**config.mk**
```make
export PLATFORM = sky130hd
export DESIGN_NAME = firmware_image_descriptor_parser_flat
export DESIGN_NICKNAME = d
export VERILOG_FILES = /design/src/rtl/core/fidp_pkg.sv /design/src/rtl/core/fidp_if.sv /design/src/rtl/core/firmware_image_descriptor_parser.sv /design/src/flat_wrapper.sv
export SDC_FILE = /design/constraint.sdc
export NUM_CORES = 1
export LEC_CHECK = 0
export ABC_CLOCK_PERIOD_IN_PS = 7500
export BUFFER_PORTS_ARGS = -buffer_cell sky130_fd_sc_hd__buf_2
export CORE_MARGIN = 1
export CORE_UTILIZATION = 50
export DETAILED_ROUTE_END_ITERATION = 10
export GPL_ROUTABILITY_DRIVEN = 0
export MAX_ROUTING_LAYER = met4
export PLACE_DENSITY_LB_ADDON = 0.15
export SLEW_MARGIN = 20
export SYNTH_ARGS = -nofsm -noshare
export SYNTH_HDL_FRONTEND = slang
export SYNTH_SLANG_ARGS = --single-unit
```
**constraint.sdc**
```tcl
create_clock -name clk -period 7.5 [get_ports clk]
set_clock_uncertainty 0.2 [all_clocks]
set_input_delay 1.125 -clock clk [delete_from_list [all_inputs] [get_ports clk]]
set_output_delay 1.125 -clock clk [all_outputs]
set_load 0.01 [all_outputs]
```
**src/rtl/core/fidp_pkg.sv**
```systemverilog
// Package for the firmware image descriptor parser.
// Holds the parse phase codes, the fixed header constants and the parser state type.
// No dependencies.
package fidp_pkg;

  // Parse phase codes
  localparam logic [1:0] PH_IMG  = 2'd0;
  localparam logic [1:0] PH_SEG  = 2'd1;
  localparam logic [1:0] PH_DATA = 2'd2;
  localparam logic [1:0] PH_DONE = 2'd3;

  // Fixed image layout
  localparam int          HEADER_BYTES   = 8;
  localparam logic [2:0]  HDR_LAST       = 3'(HEADER_BYTES - 1);
  localparam logic [2:0]  HDR_SEG_TOTAL  = 3'd1;
  localparam logic [2:0]  HDR_LEN_FIRST  = 3'd4;
  localparam logic [2:0]  HDR_LEN_LAST   = 3'd6;
  localparam logic [31:0] DESC_MAGIC     = 32'hABCD5432;

  // Default descriptor size
  localparam int DESC_BYTES_DEF = 256;

  // Parser state, except the capture counter whose width follows the descriptor size
  typedef struct packed {
    logic [1:0]  phase;
    logic [2:0]  hdr_cnt;
    logic [7:0]  seg_total;
    logic [7:0]  seg_idx;
    logic [31:0] bytes_left;
    logic [23:0] len_asm;
    logic        cap_rejected;
    logic [23:0] magic;
    logic        done;
  } fidp_state_t;

endpackage

```
**src/rtl/core/fidp_if.sv**
```systemverilog
// Channel interfaces of the firmware image descriptor parser.
// fidp_in_if carries image bytes, fidp_out_if carries one result per byte.
// No dependencies.
interface fidp_in_if;
  logic       valid;
  logic       ready;
  logic       restart;
  logic [7:0] data_byte;

  modport source (output valid, output restart, output data_byte, input ready);
  modport sink   (input valid, input restart, input data_byte, output ready);
endinterface

interface fidp_out_if;
  logic       valid;
  logic       ready;
  logic [1:0] phase;
  logic       desc_write;
  logic [7:0] desc_offset;
  logic [7:0] desc_byte;
  logic       desc_discard;
  logic       desc_complete;
  logic [7:0] segment_number;

  modport source (output valid, output phase, output desc_write, output desc_offset,
                  output desc_byte, output desc_discard, output desc_complete,
                  output segment_number, input ready);
  modport sink   (input valid, input phase, input desc_write, input desc_offset,
                  input desc_byte, input desc_discard, input desc_complete,
                  input segment_number, output ready);
endinterface

```
**src/rtl/core/firmware_image_descriptor_parser.sv**
```systemverilog
// Firmware image descriptor parser: walks image and segment headers, emits descriptor bytes.
// Each accepted byte's result is registered in the output register.
// Throughput: one byte per cycle while the output is not stalled; the parser state updates in a single pass per byte.
// A new byte is taken whenever the output register is empty or being drained.
// Reset (rst, synchronous): image-header phase, all counters and flags cleared.
// Depends on fidp_pkg and fidp_if.
module firmware_image_descriptor_parser #(
  parameter int DESC_BYTES = fidp_pkg::DESC_BYTES_DEF
) (
  input  logic       clk,
  input  logic       rst,
  fidp_in_if.sink    in_ch,
  fidp_out_if.source out_ch
);
  import fidp_pkg::*;

  localparam int CAP_W = $clog2(DESC_BYTES + 1);
  localparam logic [CAP_W-1:0] CAP_FULL  = CAP_W'(DESC_BYTES);
  localparam logic [CAP_W-1:0] CAP_MAGIC = CAP_W'(3);

  fidp_state_t      st, cur, nxt;
  logic [CAP_W-1:0] cap_cnt, cur_cap, cap_cnt_next;

  logic       in_fire;
  logic       out_valid;
  logic       wr;
  logic [7:0] off;
  logic [7:0] val;
  logic       discard;
  logic       end_seg;

  // Output register frees up when empty or drained this cycle
  assign in_ch.ready = !out_valid || out_ch.ready;
  assign in_fire     = in_ch.valid && in_ch.ready;

  // Per-byte state update
  always_comb begin
    cur          = in_ch.restart ? '0 : st;
    cur_cap      = in_ch.restart ? '0 : cap_cnt;
    nxt          = cur;
    cap_cnt_next = cur_cap;
    wr           = 1'b0;
    off          = 8'd0;
    val          = 8'd0;
    discard      = 1'b0;
    end_seg      = 1'b0;

    case (cur.phase)
      PH_IMG: begin
        if (cur.hdr_cnt == HDR_SEG_TOTAL) nxt.seg_total = in_ch.data_byte;
        if (cur.hdr_cnt == HDR_LAST) begin
          nxt.hdr_cnt = '0;
          nxt.phase   = PH_SEG;
        end else begin
          nxt.hdr_cnt = cur.hdr_cnt + 3'd1;
        end
      end
      PH_SEG: begin
        // length bytes 4..6 go to byte lanes 0..2
        if (cur.hdr_cnt inside {[HDR_LEN_FIRST:HDR_LEN_LAST]})
          nxt.len_asm = cur.len_asm |
                        (24'(in_ch.data_byte) << {cur.hdr_cnt[1:0], 3'b000});
        if (cur.hdr_cnt == HDR_LAST) begin
          nxt.hdr_cnt      = '0;
          nxt.bytes_left   = {in_ch.data_byte, cur.len_asm};
          nxt.len_asm      = '0;
          cap_cnt_next     = '0;
          nxt.cap_rejected = cur.done;
          nxt.magic        = '0;
          nxt.phase        = PH_DATA;
          end_seg          = ({in_ch.data_byte, cur.len_asm} == 32'd0);
        end else begin
          nxt.hdr_cnt = cur.hdr_cnt + 3'd1;
        end
      end
      PH_DATA: begin
        if (!cur.cap_rejected && !cur.done) begin
          wr  = 1'b1;
          off = 8'(cur_cap);
          val = in_ch.data_byte;
          if (cur_cap < CAP_MAGIC)
            nxt.magic = cur.magic |
                        (24'(in_ch.data_byte) << {cur_cap[1:0], 3'b000});
          cap_cnt_next = cur_cap + CAP_W'(1);
          // magic mismatch takes priority over completion
          if (cur_cap == CAP_MAGIC && {in_ch.data_byte, cur.magic} != DESC_MAGIC) begin
            nxt.cap_rejected = 1'b1;
            discard          = 1'b1;
          end else if (cap_cnt_next == CAP_FULL) begin
            nxt.done = 1'b1;
          end
        end
        nxt.bytes_left = cur.bytes_left - 32'd1;
        end_seg        = (nxt.bytes_left == 32'd0);
      end
      default: begin
        // done: byte ignored
      end
    endcase

    // Advance to next segment or finish
    if (end_seg) begin
      nxt.seg_idx = cur.seg_idx + 8'd1;
      nxt.phase   = (nxt.seg_idx >= nxt.seg_total) ? PH_DONE : PH_SEG;
    end
  end

  // State registers
  always_ff @(posedge clk) begin
    if (rst) begin
      st      <= '0;
      cap_cnt <= '0;
    end else if (in_fire) begin
      st      <= nxt;
      cap_cnt <= cap_cnt_next;
    end
  end

  // Output valid
  always_ff @(posedge clk) begin
    if (rst) begin
      out_valid <= 1'b0;
    end else if (in_fire) begin
      out_valid <= 1'b1;
    end else if (out_ch.ready) begin
      out_valid <= 1'b0;
    end
  end

  // Output payload
  always_ff @(posedge clk) begin
    if (in_fire) begin
      out_ch.phase          <= nxt.phase;
      out_ch.desc_write     <= wr;
      out_ch.desc_offset    <= off;
      out_ch.desc_byte      <= val;
      out_ch.desc_discard   <= discard;
      out_ch.desc_complete  <= nxt.done;
      out_ch.segment_number <= nxt.seg_idx;
    end
  end

  assign out_ch.valid = out_valid;

  // Checks
  a_discard_is_write: assert property (@(posedge clk) disable iff (rst)
    (out_valid && out_ch.desc_discard) |-> out_ch.desc_write)
    else $error("discard without descriptor write");

  a_done_sticky: assert property (@(posedge clk) disable iff (rst)
    (st.done && !(in_fire && in_ch.restart)) |=> st.done)
    else $error("descriptor done flag dropped without restart");

  a_cap_bound: assert property (@(posedge clk) disable iff (rst)
    cap_cnt <= CAP_FULL)
    else $error("capture count beyond descriptor size");

  a_done_phase: assert property (@(posedge clk) disable iff (rst)
    (st.phase == PH_DONE) |-> (st.seg_idx >= st.seg_total))
    else $error("done phase with segments outstanding");

  a_fire_fills_out: assert property (@(posedge clk) disable iff (rst)
    in_fire |=> out_valid)
    else $error("accepted byte produced no result");

endmodule

```
**src/flat_wrapper.sv**
```systemverilog
// flat-port wrapper written by rule: the top's interface ports become plain ports
module firmware_image_descriptor_parser_flat import fidp_pkg::*;
#(
  parameter int DESC_BYTES = fidp_pkg::DESC_BYTES_DEF
)
  (clk, rst, in_ch_valid, in_ch_restart, in_ch_data_byte, in_ch_ready, out_ch_valid, out_ch_phase, out_ch_desc_write, out_ch_desc_offset, out_ch_desc_byte, out_ch_desc_discard, out_ch_desc_complete, out_ch_segment_number, out_ch_ready);
  fidp_in_if in_ch_i ();
  fidp_out_if out_ch_i ();
  input  logic clk;
  input  logic rst;
  input wire logic [$bits(in_ch_i.valid)-1:0] in_ch_valid;
  input wire logic [$bits(in_ch_i.restart)-1:0] in_ch_restart;
  input wire logic [$bits(in_ch_i.data_byte)-1:0] in_ch_data_byte;
  output wire logic [$bits(in_ch_i.ready)-1:0] in_ch_ready;
  output wire logic [$bits(out_ch_i.valid)-1:0] out_ch_valid;
  output wire logic [$bits(out_ch_i.phase)-1:0] out_ch_phase;
  output wire logic [$bits(out_ch_i.desc_write)-1:0] out_ch_desc_write;
  output wire logic [$bits(out_ch_i.desc_offset)-1:0] out_ch_desc_offset;
  output wire logic [$bits(out_ch_i.desc_byte)-1:0] out_ch_desc_byte;
  output wire logic [$bits(out_ch_i.desc_discard)-1:0] out_ch_desc_discard;
  output wire logic [$bits(out_ch_i.desc_complete)-1:0] out_ch_desc_complete;
  output wire logic [$bits(out_ch_i.segment_number)-1:0] out_ch_segment_number;
  input wire logic [$bits(out_ch_i.ready)-1:0] out_ch_ready;
  assign in_ch_i.valid = in_ch_valid;
  assign in_ch_i.restart = in_ch_restart;
  assign in_ch_i.data_byte = in_ch_data_byte;
  assign in_ch_ready = in_ch_i.ready;
  assign out_ch_valid = out_ch_i.valid;
  assign out_ch_phase = out_ch_i.phase;
  assign out_ch_desc_write = out_ch_i.desc_write;
  assign out_ch_desc_offset = out_ch_i.desc_offset;
  assign out_ch_desc_byte = out_ch_i.desc_byte;
  assign out_ch_desc_discard = out_ch_i.desc_discard;
  assign out_ch_desc_complete = out_ch_i.desc_complete;
  assign out_ch_segment_number = out_ch_i.segment_number;
  assign out_ch_i.ready = out_ch_ready;
  firmware_image_descriptor_parser #(.DESC_BYTES(DESC_BYTES)) u_core (.clk(clk), .rst(rst), .in_ch(in_ch_i), .out_ch(out_ch_i));
endmodule
```
-- After elaboration in Yosys (flattened, before gate mapping)
Index checks and enable logic that the tools add are counted.
- register bits after elaboration: 142
- latch bits: 0
- bits in writable memories: 0
- memory bits (read-only): 0
- word-level logic and storage cells: 81
- memories kept: 0
- add/subtract/negate cells: 4
- multiply operators: 0
- div/mod/pow operators: 0
- $lt $le $gt $ge: 4
- eq/ne operators: 7
- shift-type cells: 2
- multiplexer cells: 31
- bitwise operators: 2
- reductions and logical operators: 13
- operator list (cell ; number):
    $mux 103 ; 1
    $mux 81 ; 1
    $mux 24 ; 3
    $logic_not 32->1 ; 2
    $pmux 32 s2 ; 1
    $pmux 25 s2 ; 1
    $or 24x24->24 ; 2
    $shl 8x5->24 ; 2
    $ne 32x32->1 const B ; 1
    $sub 32x1->32 const B ; 1
    $mux 9 ; 3
    $mux 26 ; 1
    $mux 8 ; 3
    $pmux 9 s2 ; 1
    $pmux 5 s2 ; 1
    $add 9x1->9 const B ; 1
    $eq 9x2->1 const B ; 1
    $eq 9x9->1 const B ; 1
    $lt 9x2->1 const B ; 1
    $mux 1 ; 9
    $add 8x1->8 const B ; 1
    $ge 8x8->1 ; 1
    $mux 2 ; 4
    $logic_and 1x1->1 ; 4
    14 further kinds ; 16

-- Depth between registers and ports, before layout
Gate-level depths: netlist of run 1.
- depth after elaboration: 7
- gate-level depth with buffers: 22
- depth with buffers taken out: 16

-- Worst setup path after synthesis of run 1
No wires, ideal clock.
- path kind: in2reg
- from: input in_ch_restart
- to: register u_core.out_ch.phase[1] (data pin)
- setup time: 0.264 ns
- arrival time: 5.261 ns
- required time: 7.036 ns
- path slack: 1.775 ns
- cell stages on the path: 21
- path buffers: 7
- path through: clkbuf_1 buf_1 clkbuf_1 clkbuf_1 buf_1 buf_1 nor2b_1 ha_1 nand2_1 nor2_1 clkbuf_1 o21ai_0 ha_1 nand2b_1 a21o_1 a21o_1 a21o_1 a21o_1 a211o_1 a221oi_2 a21oi_1
- RTL lines (item ; line ; RTL):
    start: declaration ; flat_wrapper.sv:12 ; input wire logic [$bits(in_ch_i.restart)-1:0] in_ch_restart;
    end: declaration ; fidp_if.sv:25 ; modport source (output valid, output phase, output desc_write, output desc_offset,

==> flow_summary_export.csv, run 1 <==
group,metric,value,unit
status,status,"finished clean",
clock_network,post_cts_buffers,0,
global_routing,grt_usage,0.2999,
yosys,ys_seq_elements,142,
clock_network,clockBufferDepth,2,
sta,fin_tns_setup,0,ns
place,place_inst,1265,
layout,diodes,0,
routing,drtIter0Drc,940,
worst_setup_path,max_stage_delay,0.69,ns
global_routing,grt_pass1_vias,7485,
worst_setup_path,cp_cell_sequence,"buf_2, inv_2, nand2_1, ha_1, nand2_1, nor2_1, o21ai_0, ha_1, nand2b_1, a21o_1, a21o_1, a21o_1, a21o_1, a211o_1, a221oi_2, a21oi_1",
yosys,syn_area_per_cell,7.961,µm²
sta,min_period,5.698,ns
sta,hold_viol_final,0,
floorplanning,dieArea,0.01782,mm²
floorplanning,ios,44,
yosys,yosys.area.top_type_share,0.2616,
sta,final.period_utilization,0.7598,
yosys,syn_area,0.008646,mm²
layout,nNetsFinal,1096,
yosys,synth-seq-area-share,0.3624,
worst_setup_path,critPathRequiredTime,7.47,ns
sta,whs,0.2569,ns
yosys,synth_compound_area_frac,0.2499,
routing,wire_per_inst,19.86,µm
place,hpwlAfterDp,16.74,mm
hold_path,min_path_cells,2,
yosys,ys_warn_count,0,
routing,drc,0,
clock_network,clk-insertion-delay-late,0.43,ns
yosys,synthAdderAreaFrac,0.02750,
clock_network,clkTransAtPathRegs,0.06,ns
yosys,async_flop_share,0,
clock_network,h-tree-depth,4,
layout,layoutNonFillerInstCount,1297,
pwr,powerDensity,201.7,mW/mm²
worst_setup_path,crit_buf_inv,2,
routing,drt_wl_total,25.75,mm
clock_network,cts.sinks,142,
global_routing,grt_first_pass_wirelength,41.17,mm
layout,final_cell_mix,"153 x nor2_1, 113 x dfxtp_1, 86 x nand2_1, 84 x a21oi_1, 61 x o21ai_0",
worst_setup_path,critPathTopFamily,"compound AO/OA/AOI/OAI gates",
yosys,syn_inst,1086,
routing,route.detailed.vias_per_inst,6.463,
worst_setup_path,path_max_fanout,41,
yosys,synth_nets,1118,
global_routing,antenna_found_initial,0,
yosys,ys_types,74,
clock_network,cts_resized,0,
layout,final_common_cell,"nor2_1",
clock_network,root_buffer,"clkbuf_16",
yosys,synth_area_leaders,"dfxtp_1 26%, edfxtp_1 10%, nor2_1 6.6%, a22oi_1 5.1%, a21oi_1 4.9%",
global_routing,grt-ovfl-total,0,
hold_path,hp-class,"flip-flop to flip-flop",
yosys,synth-xor-area-share,0.02026,
worst_setup_path,crit_slowest_cell,"nor2_1",
yosys,muxShareOfSynthArea,0.01577,
layout,area_growth,9.378,%
sta,drv_slew,0,
place,numPortBuffers,43,
yosys,yosysTopAreaCell,"dfxtp_1",
clock_network,cts_made_buffers,17,
floorplanning,fp.coreArea,0.01676,mm²
worst_setup_path,reg2reg_depth,7,
worst_setup_path,rr_endpoint,"u_core.out_ch.segment_number[6]$_DFFE_PP_",
routing,drtPass1Iterations,6,
sta,max_freq,175.5,MHz
yosys,synth_top_family_by_area,"simple AND/OR/NAND/NOR gates",
worst_setup_path,crit_end,"u_core.out_ch.phase[1]$_DFFE_PP_",
routing,vias,8383,
worst_setup_path,cpMostUsedCell,"a21o_1",
sta,tightest_slew,1.042,ns
worst_setup_path,crit_arrival,5.67,ns
pwr,power.leakage,3.519,nW
worst_setup_path,cp-start-kind,"input pin",
clock_network,cts_tree,"built",
worst_setup_path,startpoint,"in_ch_restart",
yosys,synth-edff-count,29,
floorplanning,start_util,0.5159,
sta,slew_headroom,0.3056,
yosys,dominantRegCellSynth,"dfxtp_1",
worst_setup_path,crit_type,"input pin to flip-flop",
sta,setup_viol,0,
worst_setup_path,crit_cells,16,
worst_setup_path,r2r_start,"u_core.st[98]$_SDFFE_PP0P_",
layout,drive_above_1_share,0.1188,
worst_setup_path,endpoint_kind,"flip-flop",
clock_network,postCtsHoldBufs,0,
pwr,irDropWorstVdd,0.0001609,V
yosys,synth-simple-area-share,0.2680,
floorplanning,die_w,133.5,µm
sta,rsz0062_at_grt,"false",
global_routing,grt_max_degree,73,
routing,detail-route-antenna-nets,0,
floorplanning,die_h,133.5,µm
job,drv_cap,0,
worst_setup_path,worst-r2r-setup-slack,3.11,ns
floorplanning,row_count,47,
[flip-flops by register name (all words and copies together), names as in the netlist]
register,count
u_core.st,103
u_core.cap_cnt,9
u_core.out_ch.desc_byte,8
u_core.out_ch.desc_offset,8
u_core.out_ch.segment_number,8
u_core.out_ch.phase,2
u_core.out_ch.desc_complete,1
u_core.out_ch.desc_discard,1
u_core.out_ch.desc_write,1
u_core.out_ch.valid,1
[kinds of logic (layout without fill, tap and decap cells)]
family / Yosys count / in the layout
and+or+nand+nor: 444 / 444
AOI/OAI and AO/OA: 326 / 326
adders and majority gates: 19 / 19
muxes: 13 / 13
DFF: 142 / 142
xor gates and xnor gates: 20 / 20
buffers and inverters: 122 / 113
[metrics by stage]
step	util	worst slack (ns)	cell area, µm²	power (mW)
floorplan	-	1.775	8646	1.009
CTS	0.5642	1.852	9457	1.911
global placement	0.5292	1.520	8869	1.075
detailed placement	0.5295	1.417	8875	1.075
finish	0.5642	1.802	9457	1.907
global route	0.5642	1.506	9457	1.970
[cells in the mapped netlist, types with 6 or more instances]
master	instances
a211oi_1	13
a21o_1	8
a21oi_1	84
a221oi_1	8
a22oi_1	59
a31oi_1	15
and2_1	6
and3_1	20
buf_1	10
buf_2	12
clkbuf_1	78
dfxtp_1	113
edfxtp_1	29
ha_1	19
inv_1	19
mux2i_1	8
nand2_1	86
nand2b_1	8
nand3_1	18
nand4_1	16
nand4b_1	6
nor2_1	153
nor2b_1	12
nor3_1	29
nor3b_1	13
nor4_1	25
o211ai_1	13
o21ai_0	62
o31ai_1	6
or3_1	12
or4_1	7
xnor2_1	10
xor2_1	10
[final cells by class]
| class | instances | area [µm²] |
|---|---|---|
| fill | 1607 | 7303 |
| multi-input combinational | 822 | 5034 |
| sequential | 142 | 3133 |
| clock buffer | 19 | 464.2 |
| timing repair buffer | 62 | 360.3 |
| tap | 220 | 275.3 |
| clock inverter | 13 | 117.6 |
| inverter | 19 | 72.57 |
[how the worst min path moves through the flow]
| stage | from | to |
|---|---|---|
| floorplan | u_core.st[90]$_SDFFE_PP0P_ | u_core.st[90]$_SDFFE_PP0P_ |
| global placement | u_core.st[90]$_SDFFE_PP0P_ | u_core.st[90]$_SDFFE_PP0P_ |
| detailed placement | u_core.st[90]$_SDFFE_PP0P_ | u_core.st[90]$_SDFFE_PP0P_ |
| CTS | u_core.st[90]$_SDFFE_PP0P_ | u_core.st[90]$_SDFFE_PP0P_ |
| global route | u_core.st[90]$_SDFFE_PP0P_ | u_core.st[90]$_SDFFE_PP0P_ |
| finish | u_core.st[90]$_SDFFE_PP0P_ | u_core.st[90]$_SDFFE_PP0P_ |
[power breakdown]
group	leakage, nW	total [mW]	switching (mW)	internal [mW]
clock	0.292	0.842	0.376	0.466
sequential	1.21	0.817	0.0204	0.796
combinational	2.02	0.248	0.169	0.0796
total	3.52	1.91	0.565	1.34
[metal layers]
layer / wire, µm / vias up / share of wire / global-route usage
li1: - / 3979 / - / -
met5: 0 / - / 0 / -
met4: 522 / 0 / 0.020 / 0.09217
met3: 1858 / 42 / 0.072 / 0.05403
met2: 11590 / 386 / 0.45 / 0.4444
met1: 11780 / 3976 / 0.46 / 0.4140
[worst register-to-register path, cell delays in order, from the launching register on]
cell and delay (ns):
dfxtp_1 0.42, nor2b_1 0.23, ha_1 0.20, ha_1 0.84, and3_1 0.75, nand4b_1 0.76
a21oi_1 0.40, mux2_2 0.35
Power figures use the tool's default switching activity.
==> inputs of run 2 (changes only) <==
--- a/config.mk
+++ b/config.mk
@@ -5,7 +5,7 @@
 export SDC_FILE = /design/constraint.sdc
 export NUM_CORES = 1
 export LEC_CHECK = 0
-export ABC_CLOCK_PERIOD_IN_PS = 7500
+export ABC_CLOCK_PERIOD_IN_PS = 4940
 export BUFFER_PORTS_ARGS = -buffer_cell sky130_fd_sc_hd__buf_2
 export CORE_MARGIN = 1
 export CORE_UTILIZATION = 50
==> constraint.sdc (replaced) <==
create_clock -name clk -period 4.94 [get_ports clk]
set_clock_uncertainty 0.2 [all_clocks]
set_input_delay 0.741 -clock clk [delete_from_list [all_inputs] [get_ports clk]]
set_output_delay 0.741 -clock clk [all_outputs]
set_load 0.01 [all_outputs]
==> flow_summary_export.csv, run 2 (synthesized netlist as in run 1, its figures left out) <==
group,metric,value,unit
global_routing,antenna_found_initial,0,
floorplanning,start_util,0.5159,
clock_network,h-tree-depth,4,
clock_network,cts.sinks,142,
pwr,power.leakage,3.576,nW
clock_network,clkTransAtPathRegs,0.06,ns
routing,drtIter0Drc,1033,
clock_network,root_buffer,"clkbuf_16",
global_routing,grt-ovfl-total,0,
clock_network,clk-insertion-delay-late,0.43,ns
sta,slew_headroom,0.3572,
clock_network,postCtsHoldBufs,0,
worst_setup_path,cp-start-kind,"input pin",
place,numPortBuffers,43,
worst_setup_path,critPathRequiredTime,4.91,ns
pwr,p_total,3.034,mW
pwr,powerDensity,316.7,mW/mm²
clock_network,post_cts_buffers,0,
global_routing,grt_pass1_vias,7230,
global_routing,grt_first_pass_wirelength,40.19,mm
routing,drt_wl_total,25.53,mm
layout,final_common_cell,"nor2_1",
routing,drc,0,
global_routing,grt_max_degree,91,
place,hpwlAfterDp,16.49,mm
sta,tightest_slew,0.9619,ns
worst_setup_path,crit_type,"input pin to flip-flop",
pwr,irDropWorstVdd,0.0002402,V
layout,area_growth,10.81,%
clock_network,clockBufferDepth,2,
sta,fin_ws,0.5750,ns
clock_network,cts_resized,0,
layout,final_cell_mix,"153 x nor2_1, 113 x dfxtp_1, 86 x nand2_1, 84 x a21oi_1, 61 x o21ai_0",
routing,route.detailed.vias_per_inst,6.435,
place,post-place-ws,0.1968,ns
routing,wire_per_inst,19.61,µm
sta,rsz0062_at_grt,"false",
worst_setup_path,crit_arrival,4.34,ns
sta,max_freq,229.1,MHz
layout,layoutNonFillerInstCount,1302,
layout,drive_above_1_share,0.1192,
worst_setup_path,endpoint_kind,"flip-flop",
sta,hold_viol_final,0,
layout,largest_register,"u_core.st",
floorplanning,die_w,133.5,µm
sta,setup_viol,0,
floorplanning,die_h,133.5,µm
layout,largest_reg_flops,103,
place,place_area,0.008925,mm²
job,drv_cap,0,
sta,min_period,4.365,ns
clock_network,cts_made_buffers,17,
clock_network,cts_tree,"built",
floorplanning,row_count,47,
status,status,"finished clean",
floorplanning,ios,44,
routing,vias,8379,
routing,detail-route-antenna-nets,0,
floorplanning,dieArea,0.01782,mm²
sta,drv_slew,0,
layout,nNetsFinal,1101,
hold_path,hp-class,"flip-flop to flip-flop",
place,place_inst,1270,
layout,largestRegisters,"u_core.st x103, u_core.cap_cnt x9",
worst_setup_path,path_max_fanout,16,
layout,design_area,0.009580,mm²
sta,fin_tns_setup,0,ns
sta,final.period_utilization,0.8836,
layout,diodes,0,
global_routing,grt_usage,0.2950,
routing,drtPass1Iterations,6,
floorplanning,fp.coreArea,0.01676,mm²
-- run 2: power by group --
group	leakage [nW]	internal [mW]	total, mW	switching, mW
sequential	1.21	1.21	1.24	0.0297
clock	0.319	0.922	1.42	0.494
combinational	2.05	0.123	0.379	0.256
-- run 2: stage by stage --
stage | util | hold slack (ns)
after floorplan | - | 0.2366
after global placement | 0.5321 | 0.2452
after detailed placement | 0.5325 | 0.2512
after CTS | 0.5716 | 0.2588
after global routing | 0.5716 | 0.2881
final | 0.5716 | 0.2627
-- run 2: layout make-up --
cell class,instances,area [µm²]
clock buffers,24,504.2
fillers,1541,7179
flip-flops and latches,142,3133
multi-input cells,822,5034
clock inverters,8,151.4
well taps,220,275.3
repair buffers,67,410.4
inverters,19,72.57
-- run 2: layer usage --
metal,wire length [µm],GRT usage
met1,11540,0.4039
met2,11600,0.4340
met3,1882,0.05670
met4,510,0.09912
met5,0,-
-- run 2: path summary, 6_finish.rpt --
kind / from / slack (ns) / cells after the start / end
worst max-delay path: in_ch_restart / 0.58 / 16 / u_core.out_ch.phase[1]$_DFFE_PP_
worst min-delay path: u_core.st[90]$_SDFFE_PP0P_ / 0.26 / 2 / u_core.st[90]$_SDFFE_PP0P_
worst max register to register: u_core.st[98]$_SDFFE_PP0P_ / 0.82 / 14 / u_core.out_ch.phase[1]$_DFFE_PP_
worst min register to register: u_core.st[90]$_SDFFE_PP0P_ / 0.26 / 2 / u_core.st[90]$_SDFFE_PP0P_
-- run 2: worst max-delay path: stages --
cell and delay, ns:
buf_2 0.23, inv_2 0.10, nand2_1 0.18, ha_1 0.25
nand2_1 0.06, nor2_1 0.71, o21ai_0 0.30, ha_1 0.34
nand2b_1 0.14, a21o_1 0.17, a21o_1 0.16, a21o_1 0.17
a21o_1 0.17, a211o_1 0.30, a221oi_2 0.25, a21oi_1 0.06
